**src/sv/p2cb_fifo.sv**
```systemverilog
// Short register queue that carries segment jobs from the input side to the output side.
// Depends on nothing else.
module p2cb_fifo
	#(
	parameter int W     = 8,
	parameter int DEPTH = 4
	)
	(
	input  logic         clk,
	input  logic         arst_n,
	input  logic         wr,
	input  logic [W-1:0] wdata,
	output logic         full,
	input  logic         rd,
	output logic         rvalid,
	output logic [W-1:0] rdata
	);

	localparam int AW = $clog2(DEPTH);

	logic [W-1:0]  mem_q [DEPTH];
	logic [AW-1:0] wp_q;
	logic [AW-1:0] rp_q;
	logic [AW:0]   cnt_q;
	logic          do_wr;
	logic          do_rd;

	assign full   = cnt_q == (AW + 1)'(DEPTH);
	assign rvalid = cnt_q != '0;
	assign rdata  = mem_q[rp_q];
	assign do_wr  = wr && !full;
	assign do_rd  = rd && rvalid;

	always_ff @(posedge clk or negedge arst_n) begin
		if (!arst_n) begin
			wp_q  <= '0;
			rp_q  <= '0;
			cnt_q <= '0;
		end else begin
			if (do_wr) begin
				wp_q <= (wp_q == AW'(DEPTH - 1)) ? '0 : wp_q + 1'b1;
			end
			if (do_rd) begin
				rp_q <= (rp_q == AW'(DEPTH - 1)) ? '0 : rp_q + 1'b1;
			end
			if (do_wr && !do_rd) begin
				cnt_q <= cnt_q + 1'b1;
			end else if (do_rd && !do_wr) begin
				cnt_q <= cnt_q - 1'b1;
			end
		end
	end

	always_ff @(posedge clk) begin
		if (do_wr) begin
			mem_q[wp_q] <= wdata;
		end
	end

endmodule

```
**config.mk**
```make
export PLATFORM = sky130hd
export DESIGN_NAME = p2cb_fifo
export DESIGN_NICKNAME = d
export VERILOG_FILES = /design/src/sv/p2cb_fifo.sv
export SDC_FILE = /design/constraint.sdc
export NUM_CORES = 1
export LEC_CHECK = 0
export BUFFER_PORTS_ARGS = -buffer_cell sky130_fd_sc_hd__buf_2
export CAP_MARGIN = 15
export CORE_UTILIZATION = 30
export DETAILED_ROUTE_END_ITERATION = 16
export PLACE_DENSITY = 0.58
export SLEW_MARGIN = 20
export SYNTH_ARGS = -nofsm -noshare
export SYNTH_HDL_FRONTEND = slang
export SYNTH_SLANG_ARGS = --single-unit
```
**constraint.sdc**
```tcl
create_clock -name clk -period 2.61 [get_ports clk]
set_clock_uncertainty 0.1 [all_clocks]
set_input_delay 0.1305 -clock clk [delete_from_list [all_inputs] [get_ports clk]]
set_output_delay 0.1305 -clock clk [all_outputs]
set_load 0.05 [all_outputs]
```
---- After elaboration in Yosys (flattened, before gate mapping) ----
Memories as Yosys holds them, arrays and structs flattened.
Cells that the tools add are included.
storage, ports and cells
  register bits after elaboration ......... 7
  bits in writable memories ............... 32
  bits of input ports ..................... 12
  output and inout bits ................... 10
  word-level logic and storage cells ...... 26
  memories kept ........................... 1
memories
  name   words  bits a word  rd ports  clocked after memory_dff  write ports  line  text
  mem_q  4      8            1         0                         1            21    logic [W-1:0] mem_q [DEPTH];
cells by class
  $add $sub $neg .......................... 4
  equality and inequality tests ........... 3
  multiplexer cells ....................... 6
  reduce and logical (&&, ||, !) cells .... 9
operators with widths
  operator             count
  $mux 3               2
  $add 2x1->2 const B  2
  $eq 2x2->1 const B   2
  $logic_and 1x1->1    4
  $mux 2               2
  $add 3x1->3 const B  1
  $eq 3x3->1 const B   1
  $logic_not 1->1      3
  $reduce_bool 3->1    1
  $sub 3x1->3 const B  1
  $mux 1               2
  $reduce_bool 2->1    1

---- Logic depth before layout (Yosys ltp) ----
  word-level depth ........................ 7
  gate-level depth with buffers ........... 8
  gate-level depth less buffers ........... 8

---- Worst setup path after synthesis ----
No wires, ideal clock.
  path kind ............................... register to register
  from .................................... register cnt_q[0]
  to ...................................... register cnt_q[1]
  setup time .............................. 0.125 ns
  arrival time ............................ 2.105 ns
  required time ........................... 2.385 ns
  setup slack ............................. 0.281 ns
  cell stages (with the launch flop) ...... 7
  path buffers ............................ 0
  clock period less this slack ............ 2.329 ns
  path through ............................ dfrtp_1 -> nor3b_4 -> nor2b_2 -> ha_1 -> inv_1 -> fa_1 -> mux2_2
between the ends
  cells in the longest elaborated chain, start to end .. 6
  elaborated cells on any way between the ends .. 14
  classes of those cells .................. add/sub (2); eq/ne (1); mux (2); reduce/logical (9)
ends and longest elaborated chain
  what                         line  text
  start, declared              24    logic [AW:0] cnt_q;
  start signal, assigned       47    cnt_q <= cnt_q + 1'b1;
  start signal, assigned       49    cnt_q <= cnt_q - 1'b1;
  $eq 3x3->1 *                 28    assign full = cnt_q == (AW + 1)'(DEPTH);
  named net full               13    output logic full,
  $logic_not 1->1 *            31    assign do_wr = wr && !full;
  $logic_and 1x1->1 *          31
  named net do_wr              25    logic do_wr;
  $logic_not 1->1              48    end else if (do_rd && !do_wr) begin
  $logic_and 1x1->1            48
  $reduce_bool 2->1 (no line)  n/a
The timed path passes the listed nets; every way through them passes the cells marked *. The select of a mux whose other input is x is not followed.
A chain may end at the register's enable or synchronous reset.

---- Worst setup path after layout ----
  from .................................... register cnt_q[0]
  to ...................................... register cnt_q[2]
between the ends
  cells in the longest elaborated chain, start to end .. 6
  elaborated cells on any way between the ends .. 14
  classes of those cells .................. add/sub (2); eq/ne (1); mux (2); reduce/logical (9)
ends and longest elaborated chain
  what
  branches (longest 6 deep; another with $sub 3x1->3)
Parallel ways; which one is timed is not known. The select of a mux whose other input is x is not followed.

==> flow_summary.json <==
{
  "via_per_inst": 4.312,
  "path_clk_slew_ps": 70,
  "fillers": 495,
  "grt_pass1_vias": 922,
  "syn_area_per_cell_um2": 20.37,
  "fin_cells": 186,
  "cp.buffers_inverters": 1,
  "power.total_mw": 2.517,
  "route.detailed.drc": 0,
  "powerDensity_nw_per_um2": 1244,
  "worst_pin_slew_ps": 608.5,
  "initial_core_util_pct": 31.30,
  "critPathArrivalTime_ps": 2340,
  "tns_ps": 0,
  "hold_path_class": "in2async",
  "synth_cell_types": 19,
  "crit_required_ps": 2720,
  "max-cap-violations": 0,
  "rows": 26,
  "h-tree-depth": 2,
  "hold_ws_ps": 97.13,
  "drt-wirelength-per-cell_um": 13.80,
  "core-area_um2": 5140,
  "chipWidth_um": 75.24,
  "grtUsageTotal_pct": 11.21,
  "floorplan.die_area_um2": 5660,
  "max-slew-margin-rel_pct": 59.43,
  "io-pin-count": 22,
  "synthCells": 79,
  "grt_pass1_wl_mm": 4.333,
  "critPathMaxStageDelay_ps": 460,
  "hold_violations": 0,
  "start_kind": "register",
  "place_area_um2": 1800,
  "use_met3_pct": 4.953,
  "crit_fanout": 4,
  "grt_use_met2_pct": 19.52,
  "ff_latch_area_um2": 1136,
  "p_leak_nw": 0.7605,
  "rsz0062_at_grt": "no",
  "grt-busiest-layer": "met2",
  "gp_congestion": 0.7002,
  "drv_slew": 0,
  "grt_max_degree": 13,
  "clk_latency_ps": 290,
  "finalCritPeriodShare_pct": 85.56,
  "first_pass_iters": 3,
  "die-height_um": 75.24,
  "portBuffers": 21,
  "overflow": 0,
  "cts-root-buf": "clkbuf_8",
  "post_cts_buffers": 0,
  "slowest_stage": "dfrtp_1",
  "diodes": 0,
  "cts_tree": "done",
  "dp_cells": 169,
  "final_nets": 134,
  "area_growth_pct": 25.74,
  "wl_mm": 2.567,
  "crit_path_frequent_cell": "xor2_1",
  "design_area_um2": 2023,
  "period_needed_ps": 2233,
  "crit_chain": "or3_4 -> nand2_4 -> ha_1 -> inv_1 -> fa_1 -> xor2_1 -> nor2_1 -> xor2_1",
  "syn-num-nets": 98,
  "via_count": 802,
  "worst-setup-path-type": "reg2reg",
  "cp_top_family": "simple AND/OR/NAND/NOR gates",
  "status": "complete, no violations",
  "met1_usage_pct": 11.76,
  "synth_seq_area_share_pct": 70.61,
  "end_kind": "register",
  "synth-warning-count": 0,
  "antenna_found_initial": 0,
  "drive_above_1_share_pct": 39.66,
  "ir_worst_vdd_v": 0.0005925,
  "cts_sinks": 39,
  "clock.fmax_mhz": 447.8,
  "postRouteAntennaNets": 0,
  "setup_viol": 0,
  "numCtsBuffers": 5,
  "drtIter0Drc": 56,
  "multi_input_area_um2": 452.9,
  "netlist_area_um2": 1609,
  "ys_ff_latch": 39,
  "hpwl_mm": 1.740,
  "cts_buffer_depth": 2
}
-- Yosys cell counts, drive strengths merged --
library cell,number,area (um^2)
buf,1,5.000
mux2,5,63.81
edfxtp,32,960.9
nor2b,1,8.760
and2,3,18.77
clkbuf,1,3.750
ha,6,75.07
nand2,2,15.01
xnor2,1,8.760
mux4,8,180.2
nor2,4,15.01
or3,1,11.26
fa,1,20.02
inv,3,11.26
nor3b,1,18.77
xor2,2,17.52
dfrtp,7,175.2
-- layout make-up --
cell class              count  area share [%]
flip-flops and latches     39           56.15
multi-input cells          35           22.39
repair buffers             31           10.02
well taps                  70           4.329
clock buffers               6           3.587
clock inverters             2           2.968
inverters                   3          0.5566
-- stage by stage --
| step | utilization [%] | setup WS (ps) |
|---|---|---|
| after global placement | 35.03 | 501.1 |
| after floorplan | - | 280.6 |
| after global routing | 39.36 | 224.7 |
| final | 39.36 | 377.0 |
| after CTS | 39.36 | 372.3 |
| after detailed placement | 35.03 | 393.7 |
-- state kept, by name, summed over array words and instances, names as in the netlist --
| signal | flops |
|---|---|
| cnt_q | 3 |
| mem_q | 32 |
| rp_q | 2 |
| wp_q | 2 |
-- logic make-up after synthesis --
logic type	count (synthesis)	synth area share [%]
xor+xnor	3	1.633
fa+ha+maj	7	5.910
buf+inv	5	1.244
flops	39	70.61
mux	13	15.16
simple gates	12	5.443
-- placed cells by master, fill, tap and decap left out --
| cell | Yosys | layout |
|---|---|---|
| and2_1 | 3 | 3 |
| buf_2 | 1 | 21 |
| buf_4 | 0 | 1 |
| bufinv_16 | 0 | 2 |
| clkbuf_1 | 1 | 1 |
| clkbuf_8 | 0 | 5 |
| dfrtp_1 | 7 | 7 |
| dlygate4sd3_1 | 0 | 9 |
| edfxtp_1 | 32 | 32 |
| fa_1 | 1 | 1 |
| ha_1 | 6 | 6 |
| inv_1 | 3 | 3 |
| mux2_2 | 3 | 3 |
| mux2_4 | 2 | 2 |
| mux4_2 | 8 | 8 |
| nand2_1 | 1 | 1 |
| nand2_4 | 1 | 1 |
| nor2_1 | 4 | 4 |
| nor2b_2 | 1 | 1 |
| nor3b_4 | 1 | 1 |
| or3_4 | 1 | 1 |
| xnor2_1 | 1 | 1 |
| xor2_1 | 2 | 2 |
-- report_power, final --
| group | total (mW) | switching [mW] | internal [mW] |
|---|---|---|---|
| combinational | 0.945 | 0.572 | 0.374 |
| sequential | 0.989 | 0.147 | 0.842 |
| clock | 0.582 | 0.200 | 0.382 |
| total | 2.52 | 0.919 | 1.60 |
-- worst register-to-register path: stages, from the launching register on --
cell and delay (ps):
dfrtp_1 460, or3_4 440, nand2_4 100, ha_1 190
inv_1 60, fa_1 370, xor2_1 150, nor2_1 120
xor2_1 170
-- path summary, 6_finish.rpt --
check / start / endpoint / slack [ps] / cells past startpoint
max: cnt_q[0]$_DFFE_PN0P_ / cnt_q[2]$_DFFE_PN0P_ / 380 / 8
min: arst_n / cnt_q[0]$_DFFE_PN0P_ / 100 / 2
max reg2reg: cnt_q[0]$_DFFE_PN0P_ / cnt_q[2]$_DFFE_PN0P_ / 380 / 8
min reg2reg: cnt_q[2]$_DFFE_PN0P_ / cnt_q[2]$_DFFE_PN0P_ / 400 / 1
max in group asynchronous: arst_n / wp_q[1]$_DFFE_PN0P_ / 2150 / 2
min in group clk: rd / rp_q[1]$_DFFE_PN0P_ / 100 / 3
-- routing by layer --
| layer | vias to the layer above | routed length [um] |
|---|---|---|
| met1 | 402 | 1109 |
| met5 | - | 0 |
| met2 | 21 | 1280 |
| li1 | 372 | - |
| met4 | 0 | 48 |
| met3 | 7 | 129 |
-- timing repair --
item | CTS | global route
resized for setup | 0 | 0
hold buffers | 9 | 0
endpoints found under the hold margin | 39 | 0
No activity file was read; power rests on OpenSTA's default activity.
