**src/sv/p2cb_pkg.sv**
```systemverilog
// Shared types, constants and helper functions of the polyline to Bezier converter.
// Used by every module of the block but p2cb_fifo; depends on nothing else.
package p2cb_pkg;

	localparam int NUM_AXES = 3;

	typedef logic [1:0] ctrl_num_t;

	localparam ctrl_num_t CTRL_START = 2'd0;
	localparam ctrl_num_t CTRL_END   = 2'd3;

	typedef struct packed {
		logic first;
		logic closing;
		logic last;
	} seg_flags_t;

	// Doubling steps of the shift-add reciprocal multiply for an iw-bit signed dividend.
	function automatic int div3_tree_steps(input int iw);
		return $clog2(iw + 2) - 1;
	endfunction

	// Cycles from an enabled input of the divide-by-three unit to its registered quotient.
	function automatic int div3_latency(input int iw);
		return div3_tree_steps(iw) + 2;
	endfunction

endpackage

```
**src/sv/p2cb_front.sv**
```systemverilog
// Input side: takes points, keeps the last two, and issues segment jobs.
// Depends on p2cb_pkg; feeds the job queue (p2cb_fifo).
module p2cb_front
	#(
	parameter int CW = 32,
	localparam int PW = p2cb_pkg::NUM_AXES * CW,
	localparam int JW = 3 * PW + $bits(p2cb_pkg::seg_flags_t)
	)
	(
	input  logic          clk,
	input  logic          arst_n,
	input  logic          in_valid,
	output logic          in_ready,
	input  logic [PW-1:0] in_point,
	input  logic          in_final,
	output logic          job_push,
	output logic [JW-1:0] job_data,
	input  logic          job_full
	);

	localparam logic [1:0] HELD_NONE = 2'd0;
	localparam logic [1:0] HELD_ONE  = 2'd1;
	localparam logic [1:0] HELD_TWO  = 2'd2;

	logic [1:0]            held_q;
	logic                  first_q;
	logic                  pend_q;
	logic [PW-1:0]         earlier_q;
	logic [PW-1:0]         current_q;
	logic                  accept;
	p2cb_pkg::seg_flags_t  flags;

	assign in_ready = !pend_q && !job_full;
	assign accept   = in_valid && in_ready;

	always_comb begin
		job_push      = 1'b0;
		flags.first   = 1'b0;
		flags.closing = 1'b1;
		flags.last    = 1'b1;
		job_data      = {flags, current_q, current_q, earlier_q};
		if (pend_q) begin
			job_push = !job_full;
		end else if (accept) begin
			unique case (held_q)
				HELD_ONE: begin
					job_push      = in_final;
					flags.first   = first_q;
					job_data      = {flags, in_point, in_point, current_q};
				end
				HELD_TWO: begin
					job_push      = 1'b1;
					flags.first   = first_q;
					flags.closing = 1'b0;
					flags.last    = !in_final;
					job_data      = {flags, in_point, current_q, earlier_q};
				end
				default: begin
					job_push = 1'b0;
				end
			endcase
		end
	end

	always_ff @(posedge clk or negedge arst_n) begin
		if (!arst_n) begin
			held_q  <= HELD_NONE;
			first_q <= 1'b0;
			pend_q  <= 1'b0;
		end else begin
			if (pend_q && !job_full) begin
				pend_q <= 1'b0;
			end
			if (accept) begin
				unique case (held_q)
					HELD_ONE: begin
						held_q <= in_final ? HELD_NONE : HELD_TWO;
					end
					HELD_TWO: begin
						first_q <= 1'b0;
						if (in_final) begin
							held_q <= HELD_NONE;
							pend_q <= 1'b1;
						end
					end
					default: begin
						first_q <= 1'b1;
						held_q  <= in_final ? HELD_NONE : HELD_ONE;
					end
				endcase
			end
		end
	end

	always_ff @(posedge clk) begin
		if (accept) begin
			current_q <= in_point;
			if (held_q == HELD_ONE || held_q == HELD_TWO) begin
				earlier_q <= current_q;
			end
		end
	end

endmodule

```
**config.mk**
```make
export PLATFORM = sky130hd
export DESIGN_NAME = p2cb_front
export DESIGN_NICKNAME = d
export VERILOG_FILES = /design/src/sv/p2cb_pkg.sv /design/src/sv/p2cb_front.sv
export SDC_FILE = /design/constraint.sdc
export NUM_CORES = 1
export LEC_CHECK = 0
export BUFFER_PORTS_ARGS = -buffer_cell sky130_fd_sc_hd__buf_2
export CAP_MARGIN = 20
export CORE_AREA = 2 2 154 156
export DETAILED_ROUTE_END_ITERATION = 16
export DIE_AREA = 0 0 156 158
export PLACE_DENSITY = 0.72
export SETUP_SLACK_MARGIN = 0.2
export SYNTH_ARGS = -nofsm -noshare
export SYNTH_HDL_FRONTEND = slang
export SYNTH_SLANG_ARGS = --single-unit
```
**constraint.sdc**
```tcl
create_clock -name clk -period 5.2 [get_ports clk]
set_clock_uncertainty 0.2 [all_clocks]
set_input_delay 0.52 -clock clk [delete_from_list [all_inputs] [get_ports clk]]
set_output_delay 0.52 -clock clk [all_outputs]
set_load 0.02 [all_outputs]
```
Word level (Yosys, flattened, before mapping)
Index checks and enable logic that the tools add are counted.
W data, S select, Z words.
{"block": "classes", "addsub": 0, "mul": 0, "n_div": 0, "n_lt_le_gt_ge": 0, "eq_ne": 3, "n_shift": 0, "muxes": 15, "n_bitwise": 1, "reduce_logical": 10}
{"cell": "$mux W291", "n": 2}
{"cell": "$pmux W291 S2", "n": 1}
{"cell": "$mux W1", "n": 7}
{"cell": "$reduce_and A2 Y1", "n": 3}
{"cell": "$mux W2", "n": 2}
{"cell": "$pmux W1 S2", "n": 2}
{"cell": "$pmux W2 S2", "n": 1}
{"cell": "$logic_and A1 B1 Y1", "n": 3}
{"cell": "$logic_not A1 Y1", "n": 3}
{"cell": "$eq A2 B1 Y1 const B", "n": 1}
{"cell": "$eq A2 B2 Y1 const B", "n": 1}
{"cell": "$ne A2 B2 Y1 const B", "n": 1}
{"cell": "$logic_or A1 B1 Y1", "n": 1}
{"cell": "$not A1 Y1", "n": 1}
{"block": "word_totals", "ff_bits": 196, "latch_bits": 0, "ram_bits": 0, "romBits": 0, "inputBits": 101, "elab_cells": 34, "n_memories": 0}

Depth between registers and ports, before layout
Gate-level depths: netlist of the first run.
{"block": "depth", "depth_word": 6, "ltp_mapped": 9}

Least setup slack after synthesis of the first run
Ideal clock, no wire load.
{"block": "synth_path", "path_kind": "reg-to-output", "start": "register held_q[0]", "end": "output job_data[288]", "arrival_time_ns": 5.098, "t_required_ns": 4.480, "setup_slack_ns": -0.618, "stages_incl_launch_ff": 8, "path_buffers": 2, "path_cell_list": "dfrtp_1 inv_1 ha_1 or4b_1 buf_2 clkinv_4 clkbuf_1 nand3_1"}
{"block": "synth_between", "elab_chain_len": 4}
{"item": "start: declaration", "line_no": "p2cb_front.sv:25", "rtl": "logic [1:0] held_q;"}
{"item": "start signal: assignment", "line_no": "p2cb_front.sv:77", "rtl": "held_q <= in_final ? HELD_NONE : HELD_TWO;"}
{"item": "start signal: assignment", "line_no": "p2cb_front.sv:88", "rtl": "held_q <= in_final ? HELD_NONE : HELD_ONE;"}
{"item": "$eq A2 B2 Y1 / $eq A2 B1 Y1 (equally long branches)", "line_no": "p2cb_front.sv:45", "rtl": "unique case (held_q)"}
{"item": "$pmux W291 S2 *", "line_no": "p2cb_front.sv:45"}
{"item": "$mux W291 *", "line_no": "p2cb_front.sv:44", "rtl": "end else if (accept) begin"}
{"item": "$mux W291 *", "line_no": "p2cb_front.sv:42", "rtl": "if (pend_q) begin"}
{"item": "end: declaration", "line_no": "p2cb_front.sv:17", "rtl": "output logic [JW-1:0] job_data,"}
Every way passes the cells marked *; elsewhere a longest branch is shown, timed or not.

Final worst setup path of the first run
{"block": "layout_path", "start": "register held_q[0]", "end": "output job_data[228]"}
The elaborated chain is that of the path after synthesis.

==> results.md, run 1 <==
* Status: complete, no violations
* Main synth FF type: edfxtp_1
* Async S/R FF share, synth at 0.02041
* Syn avg cell area at 11.97 sq um
* CP cell instances: inv_1 -> ha_1 -> or4b_4 -> clkinv_4 -> buf_4 -> nand3_1 -> nand2_1 -> buf_2
* Post-synth EDFFs at 192
* Period utilization at 0.7530
* R2R cell count at 5
* Via count at 7967
* Die Area at 0.02465 sq mm
* Number of global-route vias before repair at 7137
* Clk network pwr share at 0.214
* Cell with the largest stage delay on the worst path: buf_4
* Worst Tran Pin Value at 1144 ps
* RSZ-0062 raised after global routing: false
* Initial Util at 0.4054
* Met1 wire length at 11200 microns
* Headroom to the max-slew limit at 0.2371
* Placed cells at 1398
* Most frequent cells after synthesis: 194 x nand2_1, 192 x a22o_1, 192 x edfxtp_1, 97 x nand3_1, 34 x buf_2
* CTS tree: built
* Clock Tree Buf Depth at 2
* CP endpoint kind: primary output
* Layout cell share with drive strength beyond 1 at 0.3851
* R2R Path End: earlier_q[48]$_DFFE_PP_
* Register area share after synthesis at 0.6276
* Final min period at 3916 ps
* Worst-path fanout max at 78
* Area growth from synthesis to layout at 28.41%
* Highest Clock Rate at 255.4 MHz
* Post-Syn Area at 0.009346 sq mm
* DRT Pass-1 Iters at 5
* Internal at 3.345 mW
* Final net count at 1233
* Detailed Place HPWL at 17280 microns
* Met3 Routed Length at 2235 microns
* TritonCTS buffer count at 17
* Post-synth cell types at 29
* Final Max Slew Viols at 0
* Setup violators final at 0
* Setup TNS at 0 ps
* Max incr delay on CP at 690 ps
* Filler instances at 2043
* Yosys warns at 0
* Synth area leader: edfxtp_1
* Core Area at 0.02305 sq mm
* Die width at 156 microns
* Reported max-cap violation count at 0
* Critical Path AT at 3200 ps
* # clock sinks at 196
* CTS H-tree lvls at 4
* Row count at 56
* Die height at 158 microns
* Post-synth top area share at 0.6169
* Clock-pin slew on the worst setup and hold paths at 80 ps
* First-pass GRT wire length at 39130 microns
* Flop-to-flop setup slack at 2330 ps
* DR iter-0 viols at 873
* WL per Instance at 18.61 microns
* Number of synthesized register bits at 196
* Antenna-violating nets left at 0
* Clock Latency Late Sink at 420 ps
* DRC Markers at 0
* Global placement routability congestion at 0.8321
* Final hold vios at 0
* Mapped Nets at 885
* CP Launch Type: flip-flop
* Switching part of the total at 0.4174
* RR Startpoint: held_q[0]$_DFFE_PN0P_
* Top Layer Used: met5
* Static leakage at 5.719 nW
* Sequential Power Share at 0.351
* Required @ worst endpoint at 4480 ps
* Total Routed Length at 26630 microns
* HP Class: in2reg
* Pwr dens at 478.4 mW/mm^2
* Setup Fix Bufs, Post-CTS at 0
* Psw at 2.396 mW
* Worst IR Drop VDD at 0.3222 mV
* Synth area leaders: edfxtp_1 62%, a22o_1 18%, nand2_1 7.8%
* Remaining global-route overflow at 0
* Root Driver: clkbuf_16
* Vias/cell at 5.567
* WS Path Type: reg2out
* Final cell count without fillers at 1431
* Logic pwr share at 0.435
* Initial antenna violation count at 1
* Hold path endpoint: current_q[89]$_DFFE_PP_
* Most common cell in the netlist: nand2_1
* All-Layer GR Usage at 0.2030
* Met2 wire length at 12600 microns
* Mapped Cells at 781
* Largest net degree at the start of global routing at 112
* IO Port Bufs at 393
* Hold Startpoint: in_point[89]
* WHS Path Cells at 1
* Top Ports at 394
## placed cells by master, fill, tap and decap left out, types with 2 or more instances in the layout
master and instances:
buf_16 2, clkinv_4 7, o22ai_1 3, inv_6 2, dfrtp_1 4, a22o_1 192, edfxtp_1 192, buf_4 6
inv_1 4, ha_1 3, inv_8 4, buf_2 393, nand3_1 97, clkbuf_16 17, buf_12 2, nand2_1 194
## repair_timing
action | 4_1_cts | 5_1_grt
gates resized for setup | 0 | 0
hold buffers | 1 | 0
endpoints found under the hold margin | 4 | 0
## power by group through the flow
stage	combinational (mW)	clock [mW]	sequential [mW]
2_1_floorplan	1.68	0	2.03
3_3_place_gp	2.44	0	2.04
3_5_place_dp	2.49	0	2.05
4_1_cts	2.50	1.26	2.01
5_1_grt	2.68	1.33	2.03
6_report	2.50	1.23	2.01
## routing by layer
metal | vias to the layer above | global-route usage
met3 | 42 | 0.04654
met5 | - | 0
met2 | 421 | 0.3239
li1 | 3685 | -
met1 | 3817 | 0.2740
met4 | 2 | 0.07208
## worst max-delay path: cells and delay by family, from the launching register on
| family | cells | cell delay (ps) |
|---|---|---|
| AND/OR/NAND/NOR | 3 | 900 |
| buffers and inverters | 4 | 1070 |
| flip-flops | 1 | 370 |
| adder cells (fa/ha/maj) | 1 | 360 |
## how the worst max path moves through the flow
stage | startpoint | to | slack [ps] | depth (start not counted)
after floorplan | job_full | job_data[289] | 940 | 3
after global placement | held_q[0]$_DFFE_PN0P_ | job_data[228] | 1760 | 8
final | held_q[0]$_DFFE_PN0P_ | job_data[228] | 1280 | 8
after CTS | held_q[0]$_DFFE_PN0P_ | job_data[228] | 1260 | 8
after detailed placement | held_q[0]$_DFFE_PN0P_ | job_data[228] | 1740 | 8
after global routing | held_q[0]$_DFFE_PN0P_ | job_data[228] | 1060 | 8
## layout make-up
| cell class | count | area (sq um) | share of cell area |
|---|---|---|---|
| flip-flops and latches | 196 | 5866 | 0.4887 |
| multi-input cells | 504 | 3079 | 0.2566 |
| repair buffers | 404 | 2117 | 0.1764 |
| clock buffers | 17 | 425.4 | 0.03545 |
| well taps | 290 | 362.8 | 0.03023 |
| clock inverters | 13 | 118.9 | 0.009904 |
| inverters | 6 | 30.03 | 0.002502 |
| diodes | 1 | 2.502 | 0.0002085 |
## logic make-up (layout without fill, tap and decap cells)
logic type,count (synthesis),count (layout),share of synthesized area
compound gates,201,201,0.1866
fa+ha+maj,3,3,0.004016
buf+inv,81,440,0.04485
flops,196,196,0.6276
other cells,0,1,0
simple gates,300,300,0.1370
## registers in the layout, indices dropped and copies added, names as in the netlist
signal	cells
current_q	96
earlier_q	96
held_q	2
first_q	1
pend_q	1
## stage by stage
step | cell area (sq um) | total power [mW] | hold WS [ps] | setup slack, ps | util
after floorplan | 9348 | 3.717 | 24.41 | 942.5 | -
after global placement | 11390 | 4.484 | 126.7 | 1760 | 0.4941
after detailed placement | 11420 | 4.542 | 126.0 | 1736 | 0.4953
after CTS | 11970 | 5.776 | 72.96 | 1264 | 0.5193
after global routing | 12000 | 6.037 | 76.39 | 1062 | 0.5205
final | 12000 | 5.741 | 96.43 | 1284 | 0.5206
Power figures use the tool's default switching activity.
==> inputs of run 2 (changes only) <==
==> constraint.sdc (replaced) <==
create_clock -name clk -period 3.46 [get_ports clk]
set_clock_uncertainty 0.2 [all_clocks]
set_input_delay 0.346 -clock clk [delete_from_list [all_inputs] [get_ports clk]]
set_output_delay 0.346 -clock clk [all_outputs]
set_load 0.02 [all_outputs]
==> results.md, run 2 (synthesis results as in run 1) <==
* Status: complete, no violations
* Largest net degree at the start of global routing at 98
* RR Startpoint: held_q[0]$_DFFE_PN0P_
* Clock Tree Buf Depth at 2
* CTS tree: built
* Worst IR Drop VDD at 0.5466 mV
* Final cell count without fillers at 1552
* TritonCTS buffer count at 17
* Flop-to-flop setup slack at 970 ps
* Clock Latency Late Sink at 420 ps
* Final Max Slew Viols at 0
* Commonest non-fill, non-tap cells in the layout: 391 x buf_2, 194 x nand2_1, 192 x a22o_1, 192 x edfxtp_1, 98 x dlygate4sd3_1
* Placed cells at 1401
* Period utilization at 0.9195
* Most common cell after layout, fill and taps aside: buf_2
* DR iter-0 viols at 1163
* Filler instances at 1855
* Layout cell share with drive strength beyond 1 at 0.3685
* Worst setup path start: held_q[0]$_DFFE_PN0P_
* Detailed Place HPWL at 18160 microns
* Final hold vios at 0
* All-Layer GR Usage at 0.2363
* Global placement routability congestion at 0.8307
* Clock-pin slew on the worst setup and hold paths at 70 ps
* R2R cell count at 6
* Via count at 8786
* First-pass GRT wire length at 45130 microns
* RSZ-0062 raised after global routing: true
* Initial antenna violation count at 0
* DP Area at 0.01150 sq mm
* CTS H-tree lvls at 4
* Reported max-cap violation count at 0
* Pwr dens at 681.8 mW/mm^2
* CP endpoint kind: primary output
* Worst Tran Pin Value at 895.6 ps
* Final hold slack at 32.14 ps
* Static leakage at 6.366 nW
* R2R Path End: earlier_q[46]$_DFFE_PP_
* Vias/cell at 5.661
* Remaining global-route overflow at 0
* HP Class: in2reg
* Total Routed Length at 31880 microns
* WL per Instance at 20.54 microns
* DRT Pass-1 Iters at 6
* Die Area at 0.02465 sq mm
* Critical Path AT at 2640 ps
* Worst Setup EP: job_data[31]
* Final net count at 1354
* Highest Clock Rate at 314.3 MHz
* Core Area at 0.02305 sq mm
* Area growth from synthesis to layout at 44.19%
* Reg area at 0.005866 sq mm
* Die width at 156 microns
* DRC Markers at 0
* Top Ports at 394
* Multi-input gate area at 0.003114 sq mm
* Die height at 158 microns
* Root Driver: clkbuf_16
* Number of global-route vias before repair at 7987
* Final min period at 3181 ps
* Largest regs: current_q (96), earlier_q (96), held_q (2)
* Headroom to the max-slew limit at 0.4029
* Setup TNS at 0 ps
* Ant diodes at 0
* Required @ worst endpoint at 2910 ps
* IO Port Bufs at 393
* CP Launch Type: flip-flop
* Antenna-violating nets left at 0
* Cell area after layout at 0.01348 sq mm
* Initial Util at 0.4054
* Worst-path fanout max at 17
* WS Path Type: reg2out
* # clock sinks at 196
* Setup violators final at 0
* Row count at 56
==> run 2: per-layer routing <==
metal,part of all wire,up-vias,track usage
met5,0,-,0
met4,0.031,0,0.09830
met3,0.089,73,0.05146
met2,0.49,604,0.3917
met1,0.39,4177,0.3023
li1,-,3932,-
==> run 2: cell type report <==
cell class / instances / share of cell area
multi-input combinational: 506 / 0.2311
timing repair buffer: 523 / 0.2633
clock inverter: 14 / 0.009006
clock buffer: 17 / 0.03157
inverter: 6 / 0.002878
tap: 290 / 0.02692
sequential: 196 / 0.4352
==> run 2: repair_timing <==
item | in CTS | in global routing
resized for setup | 12 | 8
cloned | 7 | 4
pin swaps | 1 | 1
endpoints found under the hold margin | 102 | 0
hold buffers | 98 | 0
setup buffers | 9 | 2
setup endpoints to repair | 264 | 123
==> run 2: stage by stage <==
stage / util / total power, mW / worst slack [ps]
floorplan: - / 5.578 / 227.1
global placement: 0.4987 / 6.827 / 407.3
detailed placement: 0.4987 / 6.842 / 368.0
CTS: 0.5784 / 9.077 / 229.7
global route: 0.5846 / 9.588 / 178.2
finish: 0.5846 / 9.189 / 278.6
==> run 2: worst max-delay path: stages, from the launching register on <==
cell	delay, ps
dfrtp_1	410
inv_2	110
ha_4	220
or4b_4	570
clkinv_8	100
nand2b_4	110
buf_6	160
clkbuf_16	180
a22o_1	200
buf_2	160
==> run 2: worst min-delay path by stage <==
stage | from | to | slack (ps) | cells after the start
floorplan | arst_n | first_q$_DFFE_PN0P_ | -150 | 0
finish | job_full | pend_q$_DFF_PN0_ | 30 | 2
global route | job_full | pend_q$_DFF_PN0_ | 10 | 2
detailed placement | arst_n | first_q$_DFFE_PN0P_ | -50 | 1
global placement | arst_n | first_q$_DFFE_PN0P_ | -50 | 1
CTS | job_full | pend_q$_DFF_PN0_ | 3 | 2
==> run 2: where the power goes <==
group,internal [mW],switching (mW)
registers,2.91,0.125
clock network,0.941,0.924
logic,1.51,2.78
total,5.36,3.82
==> inputs of run 3 (changes only) <==
--- a/config.mk
+++ b/config.mk
@@ -5,12 +5,15 @@
 export SDC_FILE = /design/constraint.sdc
 export NUM_CORES = 1
 export LEC_CHECK = 0
+export ABC_CLOCK_PERIOD_IN_PS = 3460
 export BUFFER_PORTS_ARGS = -buffer_cell sky130_fd_sc_hd__buf_2
 export CAP_MARGIN = 20
-export CORE_AREA = 2 2 154 156
+export CORE_AREA = 2 2 152 154
+export CTS_BUF_LIST = sky130_fd_sc_hd__clkbuf_2
+export CTS_CLUSTER_DIAMETER = 200
 export DETAILED_ROUTE_END_ITERATION = 16
-export DIE_AREA = 0 0 156 158
-export PLACE_DENSITY = 0.72
+export DIE_AREA = 0 0 154 156
+export PLACE_DENSITY = 0.74
 export SETUP_SLACK_MARGIN = 0.2
 export SYNTH_ARGS = -nofsm -noshare
 export SYNTH_HDL_FRONTEND = slang
==> results.md, run 3 (synthesis results as in run 1) <==
* Worst-path fanout max at 12
* Row count at 55
* Worst IR Drop VDD at 0.4598 mV
* All-Layer GR Usage at 0.2770
* Remaining global-route overflow at 0
* Die width at 154 microns
* # clock sinks at 196
* Root Driver: clkbuf_2
* Reg area at 0.005866 sq mm
* WHS Path Cells at 2
* Static leakage at 6.747 nW
* Setup violators final at 0
* Global placement routability congestion at 0.8313
* Logic pwr share at 0.568
* DRT Pass-1 Iters at 6
* R2R Path End: earlier_q[12]$_DFFE_PP_
* First-pass GRT wire length at 51360 microns
* Final min period at 3421 ps
* Area growth from synthesis to layout at 54.06%
* Sequential Power Share at 0.321
* Die Area at 0.02402 sq mm
* Initial antenna violation count at 2
* Clock Latency Late Sink at 730 ps
* Antenna-violating nets left at 0
* HP Class: in2reg
* CP endpoint kind: primary output
* R2R cell count at 6
* Worst Tran Pin Value at 636.4 ps
* Die height at 156 microns
* CTS tree: built
* Pwr dens at 659.1 mW/mm^2
* Most common cell after layout, fill and taps aside: buf_2
* Multi-input gate area at 0.003114 sq mm
* TritonCTS buffer count at 17
* Final hold slack at 126.4 ps
* Headroom to the max-slew limit at 0.5758
* Internal at 5.270 mW
* Required @ worst endpoint at 2910 ps
* Final net count at 1399
* Number of global-route vias before repair at 9056
* Highest Clock Rate at 292.3 MHz
* Clock Tree Buf Depth at 2
* DRC Markers at 0
* Detailed Place HPWL at 17440 microns
* Layout cell share with drive strength beyond 1 at 0.3818
* Total power at 9.490 mW
* Psw at 4.220 mW
* Period utilization at 0.9888
* Via count at 9520
* Clk network pwr share at 0.111
* Final hold vios at 0
* RSZ-0062 raised after global routing: true
* Switching part of the total at 0.4447
* Setup TNS at 0 ps
* Largest regs: current_q (96), earlier_q (96), held_q (2)
* Top Ports at 394
* WL per Instance at 24.01 microns
* Fin util at 0.6438
* CP Launch Type: flip-flop
* Cell area after layout at 0.01440 sq mm
* WS Path Type: reg2out
* Vias/cell at 5.972
* Initial Util at 0.4179
* DP Area at 0.01148 sq mm
* RR Startpoint: held_q[0]$_DFFE_PN0P_
* Commonest non-fill, non-tap cells in the layout: 311 x buf_2, 192 x nand2_1, 192 x a22o_1, 192 x edfxtp_1, 113 x dlygate4sd3_1
* Reported max-cap violation count at 0
* Clock-pin slew on the worst setup and hold paths at 300 ps
* Core Area at 0.02237 sq mm
* DR iter-0 viols at 1220
* Total Routed Length at 38270 microns
* Final Max Slew Viols at 0
* IO Port Bufs at 393
* Flop-to-flop setup slack at 1080 ps
* Hold path endpoint: current_q[91]$_DFFE_PP_
* Filler instances at 1596
* Status: complete, no violations
* Hold Startpoint: in_point[91]
* CTS H-tree lvls at 4
* Largest net degree at the start of global routing at 98
* Critical Path AT at 2880 ps
## run 3: cell types whose count changed in the layout (fill, tap and decap cells not counted), moves of 2 or more
cell / delta
buf_4: +24
buf_12: +2
clkbuf_16: -9
nand2_1: -2
buf_16: +17
diode_2: +2
buf_6: +57
buf_8: +3
clkbuf_4: +3
clkbuf_2: +17
buf_2: -80
nand2_2: +2
bufbuf_16: -3
dlygate4sd3_1: +15
## run 3: area by class of cell
cell class / count / area share
sequential: 196 / 0.4074
timing repair buffer: 569 / 0.3332
multi-input combinational: 504 / 0.2163
tap: 285 / 0.02477
clock inverter: 14 / 0.008776
clock buffer: 17 / 0.005909
inverter: 6 / 0.002694
timing repair inverter: 1 / 0.0006083
antenna: 2 / 0.0003476
## run 3: timing repair
action,4_1_cts,5_1_grt
buffers inserted,13,6
gates resized for setup,71,116
pin swaps,5,0
hold buffers,113,0
cloned,18,15
hold endpoints to repair,104,0
setup endpoints to repair,291,291
## run 3: layer usage
| layer | GRT usage | up-vias | wire length (microns) |
|---|---|---|---|
| met5 | 0 | - | 0 |
| met4 | 0.1455 | 0 | 1820 |
| met3 | 0.06778 | 143 | 4566 |
| met2 | 0.4563 | 846 | 18040 |
| met1 | 0.3395 | 4494 | 13850 |
| li1 | - | 4037 | - |
## run 3: how the worst max path moves through the flow
stage	start	slack (ps)	to	cells past startpoint
global route	held_q[0]$_DFFE_PN0P_	-120	job_data[116]	9
CTS	held_q[0]$_DFFE_PN0P_	-60	job_data[24]	9
detailed placement	held_q[0]$_DFFE_PN0P_	390	job_data[57]	8
floorplan	held_q[0]$_DFFE_PN0P_	230	job_data[288]	7
finish	held_q[0]$_DFFE_PN0P_	40	job_data[116]	9
global placement	held_q[0]$_DFFE_PN0P_	420	job_data[57]	8
## run 3: critical path, stage by stage (launching register included)
cell and delay (ps):
dfrtp_1 440, inv_2 80, ha_4 200, or4b_4 560, clkinv_8 80, nand2b_4 80, buf_12 180, buf_16 170
a22o_1 200, buf_2 160
## run 3: power groups by stage
stage	combinational (mW)	clock (mW)	sequential [mW]
floorplan	2.53	0	3.05
global placement	3.75	0	3.07
detailed placement	3.77	0	3.08
CTS	4.73	1.09	3.04
global route	5.62	1.16	3.07
finish	5.39	1.06	3.04
## run 3: metrics by stage
stage / std cells / setup slack [ps]
final: 1594 / 38.64
after global routing: 1594 / -121.2
after CTS: 1571 / -56.20
after detailed placement: 1396 / 386.7
after global placement: 1396 / 424.1
after floorplan: 781 / 227.1
